--- src/rtl/ipv4p_pkg.sv ---
package ipv4p_pkg;

    localparam int QUEUE_DEPTH_DEF = 2;

    localparam logic [31:0] LIMIT_1PART = 32'h00ff_ffff;
    localparam logic [31:0] LIMIT_2PART = 32'h0000_ffff;
    localparam logic [31:0] LIMIT_3PART = 32'h0000_00ff;

    typedef enum logic [2:0] {
        K_NUL,
        K_DIGIT,
        K_HEX,
        K_X,
        K_DOT,
        K_SPACE,
        K_OTHER
    } t_kind;

    typedef struct packed {
        t_kind      kind;
        logic [3:0] val;
    } t_cls;

    typedef enum logic [2:0] {
        PH_START,
        PH_ZERO,
        PH_DIGITS,
        PH_TRAIL,
        PH_FAIL
    } t_phase;

    typedef enum logic [1:0] {
        RADIX_DEC,
        RADIX_OCT,
        RADIX_HEX
    } t_radix;

endpackage

--- src/rtl/ipv4p_front.sv ---
module ipv4p_front
    import ipv4p_pkg::*;
(
    input  logic       i_clk,
    input  logic       i_rst_n,
    input  logic       i_in_valid,
    output logic       o_in_stall,
    input  logic [7:0] i_ch,
    output logic       o_q_valid,
    input  logic       i_q_full,
    output t_cls       o_q_cls
);

    logic r_valid;
    t_cls r_cls;
    logic ready;

    function automatic t_cls classify(input logic [7:0] c);
        t_cls r;
        r.val  = 4'd0;
        r.kind = K_OTHER;
        if (c == 8'h00) begin
            r.kind = K_NUL;
        end else if (c inside {[8'h30:8'h39]}) begin
            r.kind = K_DIGIT;
            r.val  = c[3:0];
        end else if (c inside {[8'h61:8'h66], [8'h41:8'h46]}) begin
            r.kind = K_HEX;
            r.val  = c[3:0] + 4'd9;
        end else if (c == 8'h78 || c == 8'h58) begin
            r.kind = K_X;
        end else if (c == 8'h2e) begin
            r.kind = K_DOT;
        end else if (c == 8'h20 || c inside {[8'h09:8'h0d]}) begin
            r.kind = K_SPACE;
        end
        return r;
    endfunction

    assign ready      = !r_valid || !i_q_full;
    assign o_in_stall = !ready;
    assign o_q_valid  = r_valid;
    assign o_q_cls    = r_cls;

    always_ff @(posedge i_clk) begin
        if (!i_rst_n) begin
            r_valid <= 1'b0;
        end else if (ready) begin
            r_valid <= i_in_valid;
        end
    end

    always_ff @(posedge i_clk) begin
        if (ready && i_in_valid) begin
            r_cls <= classify(i_ch);
        end
    end

endmodule

--- src/rtl/ipv4p_queue.sv ---
module ipv4p_queue
    import ipv4p_pkg::*;
#(
    parameter int DEPTH = QUEUE_DEPTH_DEF
) (
    input  logic i_clk,
    input  logic i_rst_n,
    input  logic i_wr_valid,
    input  t_cls i_wr_cls,
    output logic o_full,
    output logic o_rd_valid,
    input  logic i_rd_en,
    output t_cls o_rd_cls
);

    localparam int PW = (DEPTH > 1) ? $clog2(DEPTH) : 1;
    localparam int CW = $clog2(DEPTH + 1);

    t_cls          r_mem [DEPTH];
    logic [PW-1:0] r_wr_ptr;
    logic [PW-1:0] r_rd_ptr;
    logic [CW-1:0] r_count;
    logic          push;
    logic          pop;

    assign o_full     = r_count == CW'(DEPTH);
    assign o_rd_valid = r_count != '0;
    assign o_rd_cls   = r_mem[r_rd_ptr];
    assign push       = i_wr_valid && !o_full;
    assign pop        = o_rd_valid && i_rd_en;

    always_ff @(posedge i_clk) begin
        if (!i_rst_n) begin
            r_wr_ptr <= '0;
            r_rd_ptr <= '0;
            r_count  <= '0;
        end else begin
            if (push) begin
                r_wr_ptr <= (r_wr_ptr == PW'(DEPTH - 1)) ? '0 : r_wr_ptr + 1'b1;
            end
            if (pop) begin
                r_rd_ptr <= (r_rd_ptr == PW'(DEPTH - 1)) ? '0 : r_rd_ptr + 1'b1;
            end
            if (push && !pop) begin
                r_count <= r_count + 1'b1;
            end else if (pop && !push) begin
                r_count <= r_count - 1'b1;
            end
        end
    end

    always_ff @(posedge i_clk) begin
        if (push) begin
            r_mem[r_wr_ptr] <= i_wr_cls;
        end
    end

endmodule

--- src/rtl/ipv4p_back.sv ---
module ipv4p_back
    import ipv4p_pkg::*;
(
    input  logic        i_clk,
    input  logic        i_rst_n,
    input  logic        i_q_valid,
    input  t_cls        i_q_cls,
    output logic        o_pop,
    output logic        o_out_valid,
    input  logic        i_out_stall,
    output logic        o_ok,
    output logic [31:0] o_address
);

    t_phase      r_phase, n_phase;
    t_radix      r_radix, n_radix;
    logic [31:0] r_pv, n_pv;
    logic [1:0]  r_parts, n_parts;
    logic [31:0] r_saved [3];
    logic        r_out_valid;
    logic        r_ok;
    logic [31:0] r_addr;

    logic        save;
    t_radix      eff_radix;
    logic [31:0] mul_pv;
    logic        fin_ok;
    logic [31:0] fin_addr;
    logic        is_nul;

    assign is_nul      = i_q_cls.kind == K_NUL;
    assign o_pop       = i_q_valid && (!is_nul || !r_out_valid || !i_out_stall);
    assign o_out_valid = r_out_valid;
    assign o_ok        = r_ok;
    assign o_address   = r_addr;

    assign eff_radix = (r_phase == PH_ZERO) ? RADIX_OCT : r_radix;

    always_comb begin
        case (eff_radix)
            RADIX_HEX: mul_pv = {r_pv[27:0], 4'd0};
            RADIX_OCT: mul_pv = {r_pv[28:0], 3'd0};
            default:   mul_pv = {r_pv[28:0], 3'd0} + {r_pv[30:0], 1'b0};
        endcase
    end

    always_comb begin
        fin_ok   = r_phase inside {PH_ZERO, PH_DIGITS, PH_TRAIL};
        fin_addr = r_pv;
        case (r_parts)
            2'd0: ;
            2'd1: begin
                if (r_pv > LIMIT_1PART) fin_ok = 1'b0;
                fin_addr = r_pv | {r_saved[0][7:0], 24'd0};
            end
            2'd2: begin
                if (r_pv > LIMIT_2PART) fin_ok = 1'b0;
                fin_addr = r_pv | {r_saved[0][7:0], 24'd0} | {r_saved[1][15:0], 16'd0};
            end
            default: begin
                if (r_pv > LIMIT_3PART) fin_ok = 1'b0;
                fin_addr = r_pv | {r_saved[0][7:0], 24'd0} | {r_saved[1][15:0], 16'd0}
                         | {r_saved[2][23:0], 8'd0};
            end
        endcase
        if (!fin_ok) fin_addr = '0;
    end

    always_comb begin
        n_phase = r_phase;
        n_radix = r_radix;
        n_pv    = r_pv;
        n_parts = r_parts;
        save    = 1'b0;
        if (is_nul) begin
            n_phase = PH_START;
            n_radix = RADIX_DEC;
            n_pv    = '0;
            n_parts = '0;
        end else begin
            case (r_phase)
                PH_START: begin
                    if (i_q_cls.kind != K_DIGIT) begin
                        n_phase = PH_FAIL;
                    end else if (i_q_cls.val == 4'd0) begin
                        n_pv    = '0;
                        n_phase = PH_ZERO;
                    end else begin
                        n_radix = RADIX_DEC;
                        n_pv    = {28'd0, i_q_cls.val};
                        n_phase = PH_DIGITS;
                    end
                end
                PH_ZERO, PH_DIGITS: begin
                    n_phase = PH_DIGITS;
                    if (r_phase == PH_ZERO && i_q_cls.kind == K_X) begin
                        n_radix = RADIX_HEX;
                    end else begin
                        if (r_phase == PH_ZERO) n_radix = RADIX_OCT;
                        if (i_q_cls.kind == K_DIGIT) begin
                            n_pv = mul_pv + {28'd0, i_q_cls.val};
                        end else if (eff_radix == RADIX_HEX && i_q_cls.kind == K_HEX) begin
                            n_pv = {r_pv[27:0], i_q_cls.val};
                        end else if (i_q_cls.kind == K_DOT) begin
                            if (r_parts == 2'd3) begin
                                n_phase = PH_FAIL;
                            end else begin
                                save    = 1'b1;
                                n_parts = r_parts + 2'd1;
                                n_pv    = '0;
                                n_radix = RADIX_DEC;
                                n_phase = PH_START;
                            end
                        end else if (i_q_cls.kind == K_SPACE) begin
                            n_phase = PH_TRAIL;
                        end else begin
                            n_phase = PH_FAIL;
                        end
                    end
                end
                PH_TRAIL: ;
                default:  n_phase = PH_FAIL;
            endcase
        end
    end

    always_ff @(posedge i_clk) begin
        if (!i_rst_n) begin
            r_phase     <= PH_START;
            r_radix     <= RADIX_DEC;
            r_pv        <= '0;
            r_parts     <= '0;
            r_out_valid <= 1'b0;
        end else begin
            if (o_pop) begin
                r_phase <= n_phase;
                r_radix <= n_radix;
                r_pv    <= n_pv;
                r_parts <= n_parts;
            end
            if (o_pop && is_nul) begin
                r_out_valid <= 1'b1;
            end else if (!i_out_stall) begin
                r_out_valid <= 1'b0;
            end
        end
    end

    always_ff @(posedge i_clk) begin
        if (o_pop && save) begin
            r_saved[r_parts] <= r_pv;
        end
        if (o_pop && is_nul) begin
            r_ok   <= fin_ok;
            r_addr <= fin_addr;
        end
    end

endmodule

--- src/rtl/ipv4_dotted_text_parser.sv ---
// Channel   Direction  Handshake              Payload
// in        input      i_in_valid/o_in_stall  i_ch[7:0]
// out       output     o_out_valid/i_out_stall o_ok, o_address[31:0]
//
// One text byte per cycle while o_in_stall is low, set by the back end update.
// A NUL byte passes the front register and queue; the back end registers its result.
// Synchronous active-low reset empties the front register, queue and output.
// The front register and queue absorb a stalled output; input stalls only
// when both are full.
module ipv4_dotted_text_parser
    import ipv4p_pkg::*;
#(
    parameter int QUEUE_DEPTH = QUEUE_DEPTH_DEF
) (
    input  logic        i_clk,
    input  logic        i_rst_n,
    input  logic        i_in_valid,
    output logic        o_in_stall,
    input  logic [7:0]  i_ch,
    output logic        o_out_valid,
    input  logic        i_out_stall,
    output logic        o_ok,
    output logic [31:0] o_address
);

    logic w_fq_valid;
    logic w_q_full;
    t_cls w_fq_cls;
    logic w_q_valid;
    logic w_pop;
    t_cls w_q_cls;

    ipv4p_front u_front (
        .i_clk      (i_clk),
        .i_rst_n    (i_rst_n),
        .i_in_valid (i_in_valid),
        .o_in_stall (o_in_stall),
        .i_ch       (i_ch),
        .o_q_valid  (w_fq_valid),
        .i_q_full   (w_q_full),
        .o_q_cls    (w_fq_cls)
    );

    ipv4p_queue #(
        .DEPTH (QUEUE_DEPTH)
    ) u_queue (
        .i_clk      (i_clk),
        .i_rst_n    (i_rst_n),
        .i_wr_valid (w_fq_valid),
        .i_wr_cls   (w_fq_cls),
        .o_full     (w_q_full),
        .o_rd_valid (w_q_valid),
        .i_rd_en    (w_pop),
        .o_rd_cls   (w_q_cls)
    );

    ipv4p_back u_back (
        .i_clk       (i_clk),
        .i_rst_n     (i_rst_n),
        .i_q_valid   (w_q_valid),
        .i_q_cls     (w_q_cls),
        .o_pop       (w_pop),
        .o_out_valid (o_out_valid),
        .i_out_stall (i_out_stall),
        .o_ok        (o_ok),
        .o_address   (o_address)
    );

    a_fail_zero: assert property (@(posedge i_clk) disable iff (!i_rst_n)
        o_out_valid && !o_ok |-> o_address == 32'd0)
        else $error("failed request carries non-zero address");

    a_stall_full: assert property (@(posedge i_clk) disable iff (!i_rst_n)
        o_in_stall |-> w_fq_valid && w_q_full)
        else $error("input stalled with room in front end");

    a_nul_result: assert property (@(posedge i_clk) disable iff (!i_rst_n)
        w_pop && w_q_cls.kind == K_NUL |=> o_out_valid)
        else $error("string end gave no result");

endmodule

--- config.mk ---
export PLATFORM = sky130hd
export DESIGN_NAME = ipv4_dotted_text_parser
export DESIGN_NICKNAME = d
export VERILOG_FILES = /design/src/rtl/ipv4p_pkg.sv /design/src/rtl/ipv4p_front.sv /design/src/rtl/ipv4p_queue.sv /design/src/rtl/ipv4p_back.sv /design/src/rtl/ipv4_dotted_text_parser.sv
export SDC_FILE = /design/constraint.sdc
export NUM_CORES = 1
export LEC_CHECK = 0
export BUFFER_PORTS_ARGS = -buffer_cell sky130_fd_sc_hd__buf_2
export CAP_MARGIN = 25
export CORE_MARGIN = 1.5
export CORE_UTILIZATION = 45
export CTS_CLUSTER_SIZE = 16
export DETAILED_ROUTE_END_ITERATION = 8
export PLACE_DENSITY = 0.58
export REMOVE_ABC_BUFFERS = 1
export SLEW_MARGIN = 30
export SYNTH_ARGS = -nofsm -noshare
export SYNTH_HDL_FRONTEND = slang
export SYNTH_SLANG_ARGS = --single-unit
--- constraint.sdc ---
create_clock -name i_clk -period 7.3 [get_ports i_clk]
set_input_delay 1.46 -clock i_clk [delete_from_list [all_inputs] [get_ports i_clk]]
set_output_delay 1.46 -clock i_clk [all_outputs]
set_load 0.05 [all_outputs]
==> results of run 1 <==
[cells in the final DEF, fill, tap and decap left out, types with 13 or more instances in the layout]
cell type  count
nand3_1       27
xor2_1        20
buf_2         46
a21o_1        18
nor2_1       107
clkbuf_16     17
nand2_1       88
dfxtp_1       46
a221oi_1      15
a22oi_1       15
ha_1          41
inv_1         21
nand2b_1      14
a31oi_1       20
a211oi_1      15
xnor2_1       24
nor3_1        21
a21oi_1      100
nor4_1        13
and2_1        16
o21ai_0       56
edfxtp_1     102
[sequential cells by signal (all words and copies together) (netlist names), named ones only]
name / flops
u_back.r_radix: 2
u_front.o_q_cls: 7
u_back.r_phase: 3
u_front.o_q_valid: 1
u_queue.r_count: 2
u_queue.r_rd_ptr: 1
u_back.o_out_valid: 1
u_back.r_parts: 2
u_back.r_saved: 48
u_back.o_ok: 1
u_queue.r_wr_ptr: 1
u_back.r_pv: 32
u_queue.r_mem: 14
u_back.o_address: 32
[power by group]
group	total (W)	internal [W]	leakage, nW	switching (W)
sequential	0.000990	0.000935	1.40	0.0000548
clock	0.000916	0.000548	0.292	0.000368
combinational	0.000367	0.000119	2.26	0.000248
total	0.00227	0.00160	3.95	0.000670
[per-layer routing]
| layer | GRT usage | routed length [um] | vias up |
|---|---|---|---|
| met5 | 0 | 0 | - |
| met4 | 0.0534 | 230 | 0 |
| met3 | 0.0313 | 1320 | 18 |
| met2 | 0.380 | 12000 | 244 |
| met1 | 0.339 | 12500 | 3924 |
| li1 | - | - | 4079 |
[metrics by stage]
stage	instance area (um^2)	setup slack, ps
6_report	10800	2380
4_1_cts	10800	2370
5_1_grt	10800	2050
3_3_place_gp	10100	2460
2_1_floorplan	9510	2270
3_5_place_dp	10100	2390
[how the worst max path moves through the flow]
stage	endpoint	slack, ps	cells after the start
6_report	u_back.r_pv[30]$_SDFFE_PN0P_	2380	15
5_1_grt	u_back.r_pv[31]$_SDFFE_PN0P_	2050	15
4_1_cts	u_back.r_pv[30]$_SDFFE_PN0P_	2370	15
3_5_place_dp	u_back.r_pv[30]$_SDFFE_PN0P_	2390	15
3_3_place_gp	u_back.r_pv[30]$_SDFFE_PN0P_	2460	15
2_1_floorplan	u_back.r_pv[30]$_SDFFE_PN0P_	2270	14
[area by class of cell]
| cell class | instances | area share |
|---|---|---|
| Clock inverter | 15 | 0.0184 |
| Multi-Input combinational cell | 830 | 0.506 |
| Sequential cell | 148 | 0.370 |
| Timing Repair Buffer | 52 | 0.0256 |
| Clock buffer | 17 | 0.0395 |
| Tap cell | 275 | 0.0320 |
| Inverter | 23 | 0.00803 |
[cells by family (layout without fill, tap and decap cells)]
group	after synthesis	count (layout)	synth area share
DFF	148	148	0.404
xor gates and xnor gates	44	44	0.0391
and+or+nand+nor	373	373	0.195
buffers and inverters	92	107	0.0442
adders and majority gates	44	44	0.0574
muxes	13	13	0.0141
AOI/OAI and AO/OA	356	356	0.247
[cell usage after synthesis, drive strengths merged, types with 6 or more instances]
library cell	instances	area, um^2
a31oi	21	138
nand2b	14	87.6
nand2	89	342
nor4	17	131
and3	11	68.8
mux2i	9	90.1
o211ai	12	109
a21o	19	144
and2	19	119
clkbuf	45	179
dfxtp	46	921
ha	42	526
buf	24	170
inv	22	82.6
a211oi	16	133
xnor2	24	210
nor2b	6	37.5
nand4	13	87.6
o21ai	68	344
a22oi	15	113
nor3	22	115
nor2	109	419
a221o	8	82.6
o21a	12	90.1
nor3b	13	103
nand3	27	135
o31ai	11	87.6
edfxtp	102	3060
a21oi	101	509
xor2	20	175
a221oi	16	146
a22o	6	52.6
or3	9	57.6
==> flow_metrics.env, run 1 <==
export IMPL_setup_tns_ps=0
export IMPL_max_freq_ghz=0.203
export IMPL_via_count=8265
export IMPL_n_fill_cell=2016
export IMPL_irDropWorstVdd_v=0.000169
export IMPL_regToRegSetupSlack_ps=2380
export IMPL_fin_worst_skew_ps=9.08
export IMPL_grt_pass1_vias=7667
export IMPL_crit_path_max_fanout=74
export IMPL_critPathBufInv=1
export IMPL_yosys_warnings=0
export IMPL_syn_inst=1070
export IMPL_ctsHtreeMaxLevel=4
export IMPL_fin_total_pwr_w=0.00227
export IMPL_hp_class="reg2reg"
export IMPL_avgSynthCellArea_um2=9.21
export IMPL_finalWirelength_mm=26.0
export IMPL_reg2reg_to="u_back.r_pv[30]$_SDFFE_PN0P_"
export IMPL_synthArstFlopShare=0
export IMPL_die_area_um2=22800
export IMPL_hold_viol_final=0
export IMPL_start_util=0.463
export IMPL_multi_input_area_um2=5440
export IMPL_grt_max_degree=75
export IMPL_fp_dieW_um=151
export IMPL_regArea_um2=3980
export IMPL_postCtsSetupRepairBufs=0
export IMPL_whs_endpoint="u_queue.r_mem[0][2]$_DFFE_PP_"
export IMPL_finalCriticalPeriod_ps=4920
export IMPL_rr_startpoint="u_back.r_phase[1]$_SDFFE_PN0P_"
export IMPL_min_period_over_period=0.674
export IMPL_whs_ps=456
export IMPL_ant_nets=0
export IMPL_endpoint_kind="flop"
export IMPL_holdCritStartpoint="u_front.o_q_cls[2]$_SDFFCE_PP0P_"
export IMPL_drt_first_pass_iters=5
export IMPL_cts_buffers=17
export IMPL_hold_buffers=0
export IMPL_reg2reg_depth=15
export IMPL_ios=47
export IMPL_cts_sinks=148
export IMPL_nets=1128
export IMPL_dp_hpwl_mm=18.8
export IMPL_viasPerCell=6.08
export IMPL_rsz0062_at_grt="no"
export IMPL_min_path_cells=0
export IMPL_start_kind="flop"
export IMPL_max_stage_delay_ps=550
export IMPL_cp_slowest_cell="buf_4"
export IMPL_dp_cells=1328
export IMPL_dieHeight_um=151
export IMPL_crit_arrival_ps=5290
export IMPL_cts_max_path_buffers=2
export IMPL_postLayoutCoreUtil=0.505
export IMPL_path_cells="nand2b_1, nor2_1, or2_2, ha_2, buf_4, o21ai_0, ha_1, a21oi_1, nor3_1, nor4b_1, and3b_1, and4b_1, nand2_4, or4b_1, nand3_1"
export IMPL_grt_antenna_before_repair=0
export IMPL_areaGrowthSynthToFinish_pct=9.10
export IMPL_synth_ff_type="edfxtp_1"
export IMPL_portBuffers=46
export IMPL_drive_gt1_frac=0.118
export IMPL_leakagePower_nw=3.95
export IMPL_clkSlewWorstSetupHoldPaths_ps=60
export IMPL_cap_violations=0
export IMPL_post_drt_wl_per_cell_um=19.1
export IMPL_grtUsageTotal=0.237
export IMPL_setup_viol=0
export IMPL_core_um2=21300
export IMPL_slew_viol_final=0
export IMPL_relSlewSlack=0.397
export IMPL_cts_resized=0
export IMPL_crit_type="reg2reg"
export IMPL_startpoint="u_back.r_phase[1]$_SDFFE_PN0P_"
export IMPL_clk_latency_ps=430
export IMPL_cts_tree="yes"
export IMPL_antennaDiodeCount=0
export IMPL_rows=53
export IMPL_grt_pass1_wl_mm=41.9
export IMPL_drtIter0Drc=593
export IMPL_synth_distinct_cells=105
export IMPL_gp_congestion=0.876
export IMPL_ys_seq_area_frac=0.404
export IMPL_netlist_area_um2=9860
export IMPL_tightest_slew_ps=896
export IMPL_path_delay_family="simple AND/OR/NAND/NOR gates"
export IMPL_globalRouteOverflowTotal=0
export IMPL_status="finished, final reports clean"
export IMPL_synth_edf_count=102
export IMPL_post_route_drc_count=0
export IMPL_cts_root_buf="clkbuf_16"
export IMPL_cp_required_ps=7670
export IMPL_finalNonFillerCells=1360
export IMPL_power_density_nw_per_um2=211
export IMPL_synth_seq_cells=148
Note: power is estimated with default switching activity, not from simulation.
==> run 2: changes to the inputs <==
==> constraint.sdc (replaced) <==
create_clock -name i_clk -period 5.07 [get_ports i_clk]
set_input_delay 1.014 -clock i_clk [delete_from_list [all_inputs] [get_ports i_clk]]
set_output_delay 1.014 -clock i_clk [all_outputs]
set_load 0.05 [all_outputs]
==> run 2 against run 1 <==
Clock skew about the same. Fmax increased by 11%. Final area increased by 1.3%. Sequential power increased by 43%. Flip-flop and latch count unchanged. Clock-buffer cell count unchanged. Worst setup slack got worse by 1700 ps. Combinational power increased by 46%. Via count increased by 1.5%. First-iteration DRC count decreased by 2.9%. Largest power group unchanged. Highest routed layer unchanged.
==> flow_metrics.env, run 2 (synthesis gave the netlist of run 1 again) <==
export IMPL_fin_total_pwr_w=0.00324
export IMPL_portBuffers=46
export IMPL_cts_sinks=148
export IMPL_areaGrowthSynthToFinish_pct=10.5
export IMPL_grt_use_met2=0.370
export IMPL_die_area_um2=22800
export IMPL_cts_buffers=17
export IMPL_ant_nets=0
export IMPL_grt_max_degree=68
export IMPL_rsz0062_at_grt="no"
export IMPL_crit_path_max_fanout=8
export IMPL_dp_hpwl_mm=19.5
export IMPL_cts_root_buf="clkbuf_16"
export IMPL_dieHeight_um=151
export IMPL_drtIter0Drc=576
export IMPL_ctsHtreeMaxLevel=4
export IMPL_setup_tns_ps=0
export IMPL_layout_commonest_cell="nor2_1"
export IMPL_tightest_slew_ps=852
export IMPL_largest_register="u_back.r_saved"
export IMPL_postCtsSetupRepairBufs=0
export IMPL_max_freq_ghz=0.226
export IMPL_cts_resized=0
export IMPL_drive_gt1_frac=0.134
export IMPL_fp_dieW_um=151
export IMPL_grt_antenna_before_repair=0
export IMPL_grt_pass1_vias=7781
export IMPL_cp_required_ps=5430
export IMPL_hp_class="reg2reg"
export IMPL_status="finished, final reports clean"
export IMPL_p_clk_frac=0.397
export IMPL_hold_viol_final=0
export IMPL_p_seq_frac=0.438
export IMPL_p_sw_w=0.000982
export IMPL_p_sw_frac=0.303
export IMPL_post_drt_wl_per_cell_um=19.3
export IMPL_cap_violations=0
export IMPL_largest_reg_flops=48
export IMPL_grtUsageTotal=0.244
export IMPL_rows=53
export IMPL_post_route_drc_count=0
export IMPL_cts_max_path_buffers=2
export IMPL_crit_type="reg2reg"
export IMPL_relSlewSlack=0.432
export IMPL_dp_cells=1350
export IMPL_min_period_over_period=0.872
export IMPL_use_met1=0.361
export IMPL_endpoint_kind="flop"
export IMPL_hold_buffers=0
export IMPL_setup_viol=0
export IMPL_viasPerCell=6.07
export IMPL_gp_congestion=0.918
export IMPL_finalCriticalPeriod_ps=4420
export IMPL_clk_latency_ps=420
export IMPL_intPower_w=0.00226
export IMPL_power_density_nw_per_um2=297
export IMPL_postLayoutCoreUtil=0.512
export IMPL_irDropWorstVdd_v=0.000216
export IMPL_core_um2=21300
export IMPL_grt_use_met3=0.0316
export IMPL_nets=1150
export IMPL_clkSlewWorstSetupHoldPaths_ps=70
export IMPL_whs_ps=448
export IMPL_antennaDiodeCount=0
export IMPL_drt_first_pass_iters=5
export IMPL_start_util=0.463
export IMPL_globalRouteOverflowTotal=0
export IMPL_fin_worst_skew_ps=8.83
export IMPL_slew_viol_final=0
export IMPL_cts_tree="yes"
export IMPL_ios=47
export IMPL_crit_arrival_ps=4790
export IMPL_finalNonFillerCells=1382
export IMPL_start_kind="flop"
export IMPL_combPwrFrac=0.165
export IMPL_finalWirelength_mm=26.7
export IMPL_most_common_layout_cells="nor2_1 (107), edfxtp_1 (102), a21oi_1 (100)"
export IMPL_via_count=8386
export IMPL_busiest_layer="met2"
export IMPL_leakagePower_nw=4.06
export IMPL_grt_pass1_wl_mm=42.9
-- run 2: cell types whose count changed in the layout (fill, tap and decap cells not counted) --
cell	before	now
and2_2	1	0
bufinv_16	3	2
inv_6	3	4
clkinvlp_4	4	3
clkinv_1	1	2
and2_1	16	17
buf_4	6	28
-- run 2: metrics by stage --
step | area (um^2) | setup WS, ps
global route | 10900 | 290
finish | 10900 | 648
floorplan | 9510 | 42.1
CTS | 10900 | 679
global placement | 10300 | 745
detailed placement | 10300 | 700
-- run 2: metal layers --
| metal | vias up | share of wire |
|---|---|---|
| met2 | 227 | 0.45 |
| met3 | 26 | 0.047 |
| met1 | 4017 | 0.49 |
| met4 | 0 | 0.015 |
| li1 | 4116 | - |
| met5 | - | 0 |
-- run 2: power groups by stage --
stage                     Clock [W]  Combinational, W  Sequential, W
after global routing        0.00135          0.000596        0.00143
after CTS                   0.00129          0.000533        0.00142
final                       0.00129          0.000534        0.00142
after global placement            0          0.000531        0.00144
after floorplan                   0          0.000368        0.00145
after detailed placement          0          0.000528        0.00144
-- run 2: worst max-delay path: stages, from the launching register on --
cell      delay [ps]
dfxtp_1          450
nand2b_1         220
nor2_1            80
or2_2            310
ha_2             340
and2_1           210
ha_1             270
a21o_1            90
a21oi_1           80
nor3_1           360
nor4b_1          600
and3b_1          340
and4b_1          380
nand2_4           70
or4b_1           460
nand3_1           90
-- run 2: path summary, 6_finish.rpt --
path / from / endpoint / slack [ps] / cells past startpoint
max: u_back.r_phase[1]$_SDFFE_PN0P_ / u_back.r_pv[30]$_SDFFE_PN0P_ / 650 / 15
max reg2reg: u_back.r_phase[1]$_SDFFE_PN0P_ / u_back.r_pv[30]$_SDFFE_PN0P_ / 650 / 15
min: u_front.o_q_cls[0]$_SDFFCE_PP0P_ / u_queue.r_mem[1][0]$_DFFE_PP_ / 450 / 0
min reg2reg: u_front.o_q_cls[0]$_SDFFCE_PP0P_ / u_queue.r_mem[1][0]$_DFFE_PP_ / 450 / 0
-- run 2: layout make-up --
type / count / area, um^2
sequential: 148 / 3980
timing repair buffer: 74 / 440
inverter: 23 / 86.3
clock buffer: 17 / 425
multi-input combinational: 830 / 5440
tap: 275 / 344
clock inverter: 15 / 173
fill: 1948 / 10400
